**config.mk**
```make
export PLATFORM = sky130hd
export DESIGN_NAME = length_framed_command_receiver
export DESIGN_NICKNAME = d
export VERILOG_FILES = /design/src/hw/rtl/lfcr_pkg.sv /design/src/hw/rtl/lfcr_deframer.sv /design/src/hw/rtl/lfcr_out_buf.sv /design/src/hw/rtl/length_framed_command_receiver.sv
export SDC_FILE = /design/constraint.sdc
export NUM_CORES = 1
export LEC_CHECK = 0
export ABC_AREA = 1
export BUFFER_PORTS_ARGS = -buffer_cell sky130_fd_sc_hd__buf_2
export CORE_UTILIZATION = 55
export DETAILED_ROUTE_END_ITERATION = 16
export GPL_TIMING_DRIVEN = 0
export PLACE_DENSITY_LB_ADDON = 0.2
export SLEW_MARGIN = 30
export SYNTH_ARGS = -nofsm -noshare
export SYNTH_HDL_FRONTEND = slang
export SYNTH_HIERARCHICAL = 1
export SYNTH_SLANG_ARGS = --single-unit
```
**constraint.sdc**
```tcl
create_clock -name i_clk -period 7.6 [get_ports i_clk]
set_input_delay 1.14 -clock i_clk [delete_from_list [all_inputs] [get_ports i_clk]]
set_output_delay 1.14 -clock i_clk [all_outputs]
set_load 0.1 [all_outputs]
```
**src/hw/rtl/lfcr_pkg.sv**
```systemverilog
// ----------------------------------------------------------------------------
// lfcr_pkg
// shared widths, phase codes and the result record of the frame receiver
// ----------------------------------------------------------------------------
package lfcr_pkg;

    // width kept for the declared payload length (8 to 32)
    localparam int LENGTH_BITS = 32;

    localparam int BYTE_W      = 8;
    localparam int LEN_W       = 32;            // reported frame_length width
    localparam int LEN_BYTES   = 4;
    localparam int CHECK_BYTES = 4;
    localparam int KEEP_BYTES  = 6;
    localparam int KEEP_IDX_W  = $clog2(KEEP_BYTES);
    localparam int CFG_IDX_W   = 8;

    // configuration register indexes
    localparam logic [CFG_IDX_W-1:0] REG_START_BYTE    = CFG_IDX_W'(0);
    localparam logic [CFG_IDX_W-1:0] REG_SETPIXEL_CODE = CFG_IDX_W'(1);

    localparam logic [BYTE_W-1:0] START_BYTE_RST    = 8'hAA;
    localparam logic [BYTE_W-1:0] SETPIXEL_CODE_RST = 8'h01;

    // receive phases
    localparam logic [1:0] PH_HUNT    = 2'd0;
    localparam logic [1:0] PH_LEN     = 2'd1;
    localparam logic [1:0] PH_PAYLOAD = 2'd2;
    localparam logic [1:0] PH_CHECK   = 2'd3;

    localparam int OUT_DATA_W = KEEP_BYTES * BYTE_W + LEN_W;

    typedef struct packed {
        logic [LEN_W-1:0]  frame_length;
        logic              is_setpixel;
        logic [BYTE_W-1:0] blue;
        logic [BYTE_W-1:0] green;
        logic [BYTE_W-1:0] red;
        logic [BYTE_W-1:0] pixel_y;
        logic [BYTE_W-1:0] pixel_x;
        logic [BYTE_W-1:0] command;
    } t_result;

endpackage

```
**src/hw/rtl/lfcr_deframer.sv**
```systemverilog
// ----------------------------------------------------------------------------
// lfcr_deframer
// per-byte frame state: hunt, length, payload, checksum; emits on last byte
// ----------------------------------------------------------------------------
module lfcr_deframer (
    input  logic                                i_clk,
    input  logic                                i_rst_n,
    input  logic                                i_beat,
    input  logic [lfcr_pkg::BYTE_W-1:0]         i_byte,
    input  logic [lfcr_pkg::BYTE_W-1:0]         i_start_byte,
    input  logic [lfcr_pkg::BYTE_W-1:0]         i_setpixel_code,
    output logic                                o_emit,
    output lfcr_pkg::t_result                   o_result
);

    logic [1:0]                         r_phase, n_phase;
    logic [lfcr_pkg::LENGTH_BITS-1:0]   r_count, n_count;
    logic [lfcr_pkg::LEN_W-1:0]         r_len,   n_len;
    logic [lfcr_pkg::BYTE_W-1:0]        r_hdr [lfcr_pkg::KEEP_BYTES];
    logic [lfcr_pkg::BYTE_W-1:0]        n_hdr [lfcr_pkg::KEEP_BYTES];

    logic [lfcr_pkg::LENGTH_BITS-1:0]   count_inc;
    logic [lfcr_pkg::LEN_W-1:0]         len_asm;
    logic [lfcr_pkg::LEN_W-1:0]         len_kept;

    assign count_inc = lfcr_pkg::LENGTH_BITS'(r_count + 1'b1);
    assign len_asm   = r_len | (lfcr_pkg::LEN_W'(i_byte) << {r_count[1:0], 3'b000});
    assign len_kept  = lfcr_pkg::LEN_W'(len_asm[lfcr_pkg::LENGTH_BITS-1:0]);

    always_comb begin
        n_phase = r_phase;
        n_count = r_count;
        n_len   = r_len;
        n_hdr   = r_hdr;
        o_emit  = 1'b0;
        if (i_beat) begin
            case (r_phase)
                lfcr_pkg::PH_HUNT: begin
                    if (i_byte == i_start_byte) begin
                        for (int k = 0; k < lfcr_pkg::KEEP_BYTES; k++) begin
                            n_hdr[k] = '0;
                        end
                        n_len   = '0;
                        n_count = '0;
                        n_phase = lfcr_pkg::PH_LEN;
                    end
                end
                lfcr_pkg::PH_LEN: begin
                    if (r_count[1:0] == 2'(lfcr_pkg::LEN_BYTES - 1)) begin
                        n_len   = len_kept;
                        n_count = '0;
                        n_phase = (len_kept == '0) ? lfcr_pkg::PH_CHECK
                                                   : lfcr_pkg::PH_PAYLOAD;
                    end else begin
                        n_len   = len_asm;
                        n_count = count_inc;
                    end
                end
                lfcr_pkg::PH_PAYLOAD: begin
                    if (r_count < lfcr_pkg::LENGTH_BITS'(lfcr_pkg::KEEP_BYTES)) begin
                        n_hdr[r_count[lfcr_pkg::KEEP_IDX_W-1:0]] = i_byte;
                    end
                    // length is nonzero here, so the count never wraps
                    if (count_inc == r_len[lfcr_pkg::LENGTH_BITS-1:0]) begin
                        n_count = '0;
                        n_phase = lfcr_pkg::PH_CHECK;
                    end else begin
                        n_count = count_inc;
                    end
                end
                lfcr_pkg::PH_CHECK: begin
                    if (r_count[1:0] == 2'(lfcr_pkg::CHECK_BYTES - 1)) begin
                        o_emit  = 1'b1;
                        n_len   = '0;
                        n_count = '0;
                        n_phase = lfcr_pkg::PH_HUNT;
                    end else begin
                        n_count = count_inc;
                    end
                end
                default: begin
                    n_phase = lfcr_pkg::PH_HUNT;
                end
            endcase
        end
    end

    always_comb begin
        o_result.command      = r_hdr[0];
        o_result.pixel_x      = r_hdr[1];
        o_result.pixel_y      = r_hdr[2];
        o_result.red          = r_hdr[3];
        o_result.green        = r_hdr[4];
        o_result.blue         = r_hdr[5];
        o_result.is_setpixel  = (r_hdr[0] == i_setpixel_code);
        o_result.frame_length = r_len;
    end

    always_ff @(posedge i_clk) begin
        if (!i_rst_n) begin
            r_phase <= lfcr_pkg::PH_HUNT;
            r_count <= '0;
        end else begin
            r_phase <= n_phase;
            r_count <= n_count;
        end
    end

    // header and length are cleared at every start byte before any use
    always_ff @(posedge i_clk) begin
        r_len <= n_len;
        r_hdr <= n_hdr;
    end

    a_hunt_count_zero: assert property (@(posedge i_clk) disable iff (!i_rst_n)
        (r_phase == lfcr_pkg::PH_HUNT) |-> (r_count == '0))
        else $error("count not cleared while hunting");

    a_payload_in_range: assert property (@(posedge i_clk) disable iff (!i_rst_n)
        (r_phase == lfcr_pkg::PH_PAYLOAD) |->
            (r_count < r_len[lfcr_pkg::LENGTH_BITS-1:0]))
        else $error("payload count beyond declared length");

    a_emit_returns_hunt: assert property (@(posedge i_clk) disable iff (!i_rst_n)
        o_emit |=> (r_phase == lfcr_pkg::PH_HUNT))
        else $error("no return to hunting after a frame");

endmodule

```
**src/hw/rtl/lfcr_out_buf.sv**
```systemverilog
// ----------------------------------------------------------------------------
// lfcr_out_buf
// result register with a skid entry, so input beats keep flowing on a stall
// ----------------------------------------------------------------------------
module lfcr_out_buf (
    input  logic                i_clk,
    input  logic                i_rst_n,
    input  logic                i_push,
    input  lfcr_pkg::t_result   i_result,
    output logic                o_full,
    output logic                o_valid,
    input  logic                i_ready,
    output lfcr_pkg::t_result   o_result
);

    logic               r_main_valid, r_skid_valid;
    lfcr_pkg::t_result  r_main, r_skid;
    logic               pop;

    assign pop      = r_main_valid && i_ready;
    assign o_valid  = r_main_valid;
    assign o_result = r_main;
    assign o_full   = r_skid_valid;

    always_ff @(posedge i_clk) begin
        if (!i_rst_n) begin
            r_main_valid <= 1'b0;
            r_skid_valid <= 1'b0;
        end else if (r_skid_valid) begin
            if (pop) begin
                r_skid_valid <= 1'b0;
            end
        end else if (i_push) begin
            if (r_main_valid && !pop) begin
                r_skid_valid <= 1'b1;
            end else begin
                r_main_valid <= 1'b1;
            end
        end else if (pop) begin
            r_main_valid <= 1'b0;
        end
    end

    always_ff @(posedge i_clk) begin
        if (r_skid_valid) begin
            if (pop) begin
                r_main <= r_skid;
            end
        end else if (i_push) begin
            if (r_main_valid && !pop) begin
                r_skid <= i_result;
            end else begin
                r_main <= i_result;
            end
        end
    end

    a_skid_needs_main: assert property (@(posedge i_clk) disable iff (!i_rst_n)
        r_skid_valid |-> r_main_valid)
        else $error("skid entry held without a head entry");

    a_no_push_when_full: assert property (@(posedge i_clk) disable iff (!i_rst_n)
        r_skid_valid |-> !i_push)
        else $error("result pushed into a full buffer");

    a_stall_fills_skid: assert property (@(posedge i_clk) disable iff (!i_rst_n)
        (i_push && r_main_valid && !i_ready) |=> r_skid_valid)
        else $error("stalled result lost");

endmodule

```
**src/hw/rtl/length_framed_command_receiver.sv**
```systemverilog
// ----------------------------------------------------------------------------
// length_framed_command_receiver
// deframes length-prefixed command frames from a received byte stream
// ----------------------------------------------------------------------------
// usage
//   slave stream: one received byte per beat in s_axis tdata
//   the receiver hunts for the start byte, then takes a 4-byte little-endian
//   payload length, the payload, and 4 checksum bytes (counted, not checked)
//   only the first six payload bytes are kept: command, x, y, r, g, b;
//   bytes not received read as zero, a zero length skips straight to checksum
//   master stream: one beat per frame, issued for the last checksum byte,
//   tuser is set when the command equals the set-pixel code
//   config channel: index 0 start byte (reset 0xAA), index 1 set-pixel code
//   (reset 0x01); other indexes are ignored; cfg_ready is always high
// timing
//   one byte per cycle while s_axis_tready is high; every byte is handled in
//   the cycle it is taken, and each result is registered for the master side
//   a result register plus one skid entry sit on the master side: s_axis_tready
//   drops only when both hold results, i.e. after two frames are stalled
// reset
//   synchronous active low; returns to hunting, clears both result entries
//   and reloads the config registers
// ----------------------------------------------------------------------------
module length_framed_command_receiver (
    input  logic                                i_clk,
    input  logic                                i_rst_n,
    // byte input
    input  logic                                i_s_axis_tvalid,
    output logic                                o_s_axis_tready,
    input  logic [lfcr_pkg::BYTE_W-1:0]         i_s_axis_tdata,   // [7:0] rx_byte
    // command output
    output logic                                o_m_axis_tvalid,
    input  logic                                i_m_axis_tready,
    // [7:0] command, [15:8] pixel_x, [23:16] pixel_y, [31:24] red,
    // [39:32] green, [47:40] blue, [79:48] frame_length
    output logic [lfcr_pkg::OUT_DATA_W-1:0]     o_m_axis_tdata,
    output logic                                o_m_axis_tuser,   // [0] is_setpixel
    // config writes
    input  logic                                i_cfg_valid,
    output logic                                o_cfg_ready,
    input  logic [lfcr_pkg::CFG_IDX_W-1:0]      i_cfg_index,
    input  logic [lfcr_pkg::BYTE_W-1:0]         i_cfg_data
);

    logic [lfcr_pkg::BYTE_W-1:0]    r_start_byte;
    logic [lfcr_pkg::BYTE_W-1:0]    r_setpixel_code;

    logic                           in_beat;
    logic                           emit;
    logic                           buf_full;
    lfcr_pkg::t_result              frame_result;
    lfcr_pkg::t_result              out_result;

    // config is always accepted
    assign o_cfg_ready = 1'b1;

    always_ff @(posedge i_clk) begin
        if (!i_rst_n) begin
            r_start_byte    <= lfcr_pkg::START_BYTE_RST;
            r_setpixel_code <= lfcr_pkg::SETPIXEL_CODE_RST;
        end else if (i_cfg_valid) begin
            case (i_cfg_index)
                lfcr_pkg::REG_START_BYTE:    r_start_byte    <= i_cfg_data;
                lfcr_pkg::REG_SETPIXEL_CODE: r_setpixel_code <= i_cfg_data;
                default: begin
                end
            endcase
        end
    end

    // take a byte whenever the output side still has a free entry
    assign o_s_axis_tready = !buf_full;
    assign in_beat         = i_s_axis_tvalid && o_s_axis_tready;

    lfcr_deframer u_deframer (
        .i_clk           (i_clk),
        .i_rst_n         (i_rst_n),
        .i_beat          (in_beat),
        .i_byte          (i_s_axis_tdata),
        .i_start_byte    (r_start_byte),
        .i_setpixel_code (r_setpixel_code),
        .o_emit          (emit),
        .o_result        (frame_result)
    );

    lfcr_out_buf u_out_buf (
        .i_clk    (i_clk),
        .i_rst_n  (i_rst_n),
        .i_push   (emit),
        .i_result (frame_result),
        .o_full   (buf_full),
        .o_valid  (o_m_axis_tvalid),
        .i_ready  (i_m_axis_tready),
        .o_result (out_result)
    );

    // pack the output beat, first field in the low bits
    assign o_m_axis_tdata = {out_result.frame_length,
                             out_result.blue,
                             out_result.green,
                             out_result.red,
                             out_result.pixel_y,
                             out_result.pixel_x,
                             out_result.command};
    assign o_m_axis_tuser = out_result.is_setpixel;

endmodule
```
Word-level counts from Yosys, hierarchy flattened --
Cells that the tools add are included. W data, S select, Z words.
Storage, ports and cells: bits in registers 294, logic and storage cells 108
Cells by class: add/subtract/negate cells 1, order comparisons 3, equality and inequality tests 16, shift-type cells 1, multiplexer cells 32, bitwise logic cells 3, reductions and logical operators 23
Operators with widths (number):
- $mux W81 | 4
- $pmux W32 S3 | 2
- $mux W32 | 4
- $mux W48 | 2
- $pmux W48 S2 | 1
- $bwmux W48 | 1
- $add A32 B1 Y32 const B | 1
- $eq A32 B32 Y1 | 1
- $logic_not A32 Y1 | 1
- $lt A32 B3 Y1 const B | 1
- $or A32 B32 Y32 | 1
- $shl A8 B5 Y32 | 1
- $demux W8 S3 | 1
- $eq A8 B8 Y1 | 2
- $ne A2 B1 Y1 const B | 6
- $mux W1 | 11
- $reduce_and A3 Y1 | 3
- $eq A8 B1 Y1 const B | 1
- $logic_not A8 Y1 | 1
- $mux W2 | 4
- $mux W8 | 1
- $pmux W2 S4 | 1
- $reduce_and A4 Y1 | 2
- $eq A2 B2 Y1 const B | 3
- other kinds (14) | 23

Depth between registers and ports, before layout --
word-level depth 8, gate-level depth with buffers 19

Hierarchy --
The synthesis kept the hierarchy.
By module, submodules not included:
- lfcr_deframer | instances 1, cells each 1045, area an instance 7320.8 um^2
- lfcr_out_buf | instances 1, cells each 443, area an instance 6017.0 um^2
- length_framed_command_receiver | instances 1, cells each 108, area an instance 765.7 um^2

Worst setup path after synthesis --
Ideal clock, no wire load.
kind input to register, start input port i_s_axis_tvalid, end register u_out_buf.r_main (netlist bit u_out_buf/o_result[0]) (enable), library setup time 0.547 ns, arrival time 5.436 ns, data required time 7.053 ns, setup slack 1.617 ns, stages 5, path buffers 0, path through inv_1 nor2_1 and3_1 nand2_1 a21oi_1
On the way: longest elaborated chain between the ends 4
Ends and longest elaborated chain:
- start: declaration | RTL line length_framed_command_receiver.sv:28 | input logic i_s_axis_tvalid,
- $logic_and A1 B1 Y1 | RTL line length_framed_command_receiver.sv:73 | assign in_beat = i_s_axis_tvalid && o_s_axis_tready;
- net in_beat | RTL line length_framed_command_receiver.sv:48 | logic in_beat;
- $mux W1 | RTL line lfcr_deframer.sv:36 | if (i_beat) begin
- net emit | RTL line length_framed_command_receiver.sv:49 | logic emit;
- $reduce_bool A2 Y1 (no source line)
- $reduce_and A3 Y1 (no source line)
- end signal: assignment | RTL line lfcr_out_buf.sv:47 | r_main <= r_skid;
- end signal: assignment | RTL line lfcr_out_buf.sv:53 | r_main <= i_result;
- end: declaration | RTL line lfcr_out_buf.sv:17 | lfcr_pkg::t_result r_main, r_skid;
The timed path passes the listed nets, and every way through them passes these cells. A chain may end at the register's enable or synchronous reset.

Worst setup path after layout --
start input port i_s_axis_tdata[6] in the netlist's numbering, end register u_deframer/r_len[21] in the netlist's numbering (enable)
On the way: longest elaborated chain between the ends 3
Ends and longest elaborated chain:
- start: declaration | RTL line length_framed_command_receiver.sv:30 | input logic [lfcr_pkg::BYTE_W-1:0] i_s_axis_tdata,
- $eq A8 B8 Y1 | RTL line lfcr_deframer.sv:39 | if (i_byte == i_start_byte) begin
- $ne A2 B1 Y1 (no source line)
- $reduce_and A4 Y1 (no source line)
- end signal: assignment | RTL line lfcr_deframer.sv:111 | r_len <= n_len;
- end: declaration | RTL line lfcr_deframer.sv:18 | logic [lfcr_pkg::LEN_W-1:0] r_len, n_len;
Every way passes these cells.

==> results <==
- The total routing usage reported by global routing is 28.6%.
- The hold buffer count at cts is 0.
- Setup repair after global routing left no endpoint under its margin.
- The average detailed-routed wire length per instance is 17.9 um.
- The TritonCTS sink count is 294.
- The synthesized netlist devotes 28.6% of its cell area to simple gates.
- The layout has 2102 filler cells.
- The number of pins exceeding their max-slew limit in the final report was 0.
- The total of max-cap violations is 0.
- The number of global-route vias before repair is 10.5k.
- The critical path goes through clkbuf_1 -> nor2_1 -> nor3_1 -> nand4_1 -> nand2_1 -> nand2_1 -> clkbuf_1 -> a211oi_4 -> buf_8 -> buf_6.
- The area share of xor/xnor cells in the synthesized design is 1.76%.
- The number of nets in the synthesized netlist is 1632.
- The largest net degree at the start of global routing is 73.
- TritonCTS built the clock tree.
- The startpoint class of the critical path is an input port.
- Clock tree synthesis inserted a total of 30 buffers.
- The placed instances occupy a cell area of 15300 um^2.
- By area, the combinational part of the netlist is dominated by simple AND/OR/NAND/NOR gates.
- The tree is rooted in a sky130_fd_sc_hd__clkbuf_16.
- The first TritonRoute pass finished after 8 iterations.
- The average instance area after synthesis is 8.84 um^2.
- The initial antenna violation count came to 0.
- After synthesis, the cell types taking the most area are sky130_fd_sc_hd__edfxtp_1, sky130_fd_sc_hd__nand2_1, sky130_fd_sc_hd__dfxtp_1.
- Summing the sequential cell areas from Yosys gives 58.9% of the chip area.
- The prevailing post-synth register cell is sky130_fd_sc_hd__edfxtp_1.
- The half-perimeter wire length of the detailed placement result is 26500 um.
- The placeable core region is 25200 um^2.
- The sum of overflow across all layers after global routing is 0.
- The run finished with clean final reports.
- In the synthesized netlist, mux cells make up 0% of the area.
- Once detail routing completed, the nets flagged for antenna violations numbered 0.
- Across the VDD grid, the largest voltage drop is 0.164 mV.
- The number of standard cells in the layout, taps in and fillers out is 2093.
- The floorplan step set the die height to 162 um.
- Setup violations remaining at the end of the flow were counted as 0.
- The data arrival at the endpoint of the critical path is 3950 ps.
- The register cell area after layout is 8310 um^2.
- The remaining design rule violation count is 0.
- The worst-case headroom to the max-slew limit is 30.0%.
- The first global-routing pass estimated 57400 um of wire.
- Leaving out fill and tap cells, the most frequent cell in the layout is sky130_fd_sc_hd__nand2_1.
- The overall routed net length is 37400 um.
- The largest single stage delay on the critical path is 760 ps.
- On the final layout, the worst clock skew is 17.1 ps.
- The class of the worst hold path is register to register.
- Gates resized during post-CTS repair numbered 0.
- The upper clock frequency limit is 270 MHz.
- Of the cells placed in the final design, the portion with a size suffix greater than 1 is 12.8%.
- Counting flops with an async set or reset pin after synthesis yields a share of 0%.
- Summing all multi-input logic gate instances after layout gives 5010 um^2.
- Summing all non-filler instances in the final layout gives an area of 16200 um^2.
- The count of state elements after synthesis is 294.
- Compared with the post-synthesis result, the final layout area differs by 14.6%.
- The adder and majority gate portion of the synthesized area is 0.621%.
- The initial utilization of the core area, before any placement, comes to 56.0%.
- The synthesized netlist contains 37 unique library cells.
- In this run the core area contains 58 standard-cell rows.
- After synthesis, the largest area contributor takes up 51.5% of total cell area.
- Summing every instance area after synthesis gives 14100 um^2.
- After technology mapping, the gate count stands at 1596.
- The final worst slack is 3900 ps.
- Clock-pin slew was measured on the worst setup and hold paths at 60 ps.
- The final net count is 1776.
- The congestion estimate from routability-driven global placement came to 0.914.
- For this design the static power due to leakage is 6.62 nW.
- For this design the ratio of total power to cell area is 210 nW/um^2.
- Input and output buffers added on the ports amount to 103.
- For the worst-skew pair, the clock arrives at the later sink with an insertion delay of 550 ps.
- The x dimension of the die is 162 um.
- The final hold violation count is 0.
- The post-route fraction of the period consumed by the critical path is 48.7%.
- Using the TritonRoute via totals, the vias-per-cell ratio works out to 5.48.
- The number of synthesis warnings is 6.
- The worst-margin pin slew is 1050 ps.
- The number of setup buffers added after CTS is 0.
- Yosys mapped a number of flops with a built-in enable equal to 242.
- For this block, the via count after detailed routing is 11.5k.
- For this block, the initial DRC count from the detailed router was 1136.
- The worst slack at placement is 3420 ps.
- In the layout the commonest cells are sky130_fd_sc_hd__nand2_1, sky130_fd_sc_hd__edfxtp_1, sky130_fd_sc_hd__nand3_1, sky130_fd_sc_hd__inv_1, sky130_fd_sc_hd__nor2_1.
- The slowest library cell on the worst path is sky130_fd_sc_hd__clkbuf_1.
- The worst setup path is captured at a register.
- The synthesized netlist devotes 4.28% of its cell area to compound gates.
- No sink is reached through more buffers than the 3 on the longest clock path.
- The completed layout was analyzed and its total power is 0.00340 W.
- The number of top-level pins is 113.
- 0 antenna diodes ended up in the layout.
- Subtracting the final worst setup slack from the clock period gives 3700 ps.
- The required time of the critical path is 7850 ps.
- The category of the critical setup timing path is input port to register.
- The worst-path maximum fanout is 14.
- The maximum level of the CTS H-tree is 1.
- Summed over all instances, the cell type with the most area after synthesis is sky130_fd_sc_hd__edfxtp_1.
- The cell total after placement is 2038.
- The floorplan step defined a die boundary enclosing 26300 um^2.
==> Yosys cell counts (all sizes together), types with 7 or more instances <==
cell type / n
a21oi: 102
a22oi: 7
buf: 30
clkbuf: 32
dfxtp: 52
edfxtp: 242
ha: 7
inv: 131
nand2: 646
nand3: 136
nand4: 18
nor2: 138
nor3: 13
xnor2: 12
xor2: 11
==> path summary, 6_finish.rpt <==
path                                          from                             endpoint  slack (ps)  depth (start not counted)
max                              i_s_axis_tdata[6]   u_deframer/r_len[21]$_SDFFCE_PN0P_        3900                         10
min          u_deframer/o_result[19]$_SDFFCE_PN0P_       u_out_buf/r_skid[19]$_DFFE_PP_         480                          0
min reg2reg  u_deframer/o_result[19]$_SDFFCE_PN0P_       u_out_buf/r_skid[19]$_DFFE_PP_         480                          0
max reg2reg     u_deframer/r_count[0]$_SDFFE_PN0P_  u_deframer/r_count[13]$_SDFFE_PN0P_        4370                         19
==> layout make-up <==
class | count | share of cell area (%)
flip-flops and latches | 294 | 51.4
multi-input cells | 1109 | 31.0
clock buffers | 43 | 5.08
repair buffers | 112 | 4.31
inverters | 131 | 3.07
well taps | 330 | 2.55
plain buffers | 62 | 2.04
clock inverters | 12 | 0.573
==> kinds of logic (layout without fill, tap and decap cells) <==
logic type	count (synthesis)	in the layout
fa+ha+maj	7	7
flops	294	294
simple gates	960	960
buf+inv	193	360
compound gates	116	116
xor+xnor	25	25
other cells	1	1
==> state kept, by name, summed over array words and instances (netlist names) <==
signal	count
r_setpixel_code	8
u_deframer/r_count	32
u_deframer/o_result	48
u_deframer/r_phase	2
u_out_buf/o_result	81
u_out_buf/o_full	1
u_deframer/r_len	32
u_out_buf/o_valid	1
u_out_buf/r_skid	81
r_start_byte	8
==> power breakdown <==
group,total [W],switching [W],internal [W]
sequential,0.00181,0.0000283,0.00178
clock,0.00138,0.000601,0.000783
combinational,0.000209,0.000147,0.0000615
total,0.00340,0.000777,0.00262
==> layer usage <==
layer | GRT usage [%] | vias to the layer above | wire length [um]
met1 | 39.4 | 5361 | 15800
met2 | 46.7 | 527 | 17700
met5 | 0 | - | 0
li1 | - | 5517 | -
met3 | 3.50 | 70 | 2690
met4 | 10.1 | 0 | 1220
==> worst max-delay path: cells and delay by family <==
kind | cells | cell delay, ps
buffers and inverters | 4 | 1510
AO/OA/AOI/OAI | 1 | 630
AND/OR/NAND/NOR | 5 | 650
==> stage by stage <==
stage          setup TNS [ps]  utilization (%)  hold WS (ps)
2_1_floorplan               0                -           443
3_3_place_gp           -30580             59.7           463
3_5_place_dp                0             60.6           466
4_1_cts                     0             64.2           483
5_1_grt                     0             64.2           500
6_report                    0             64.2           477
Note: power is estimated with default switching activity, not from simulation.
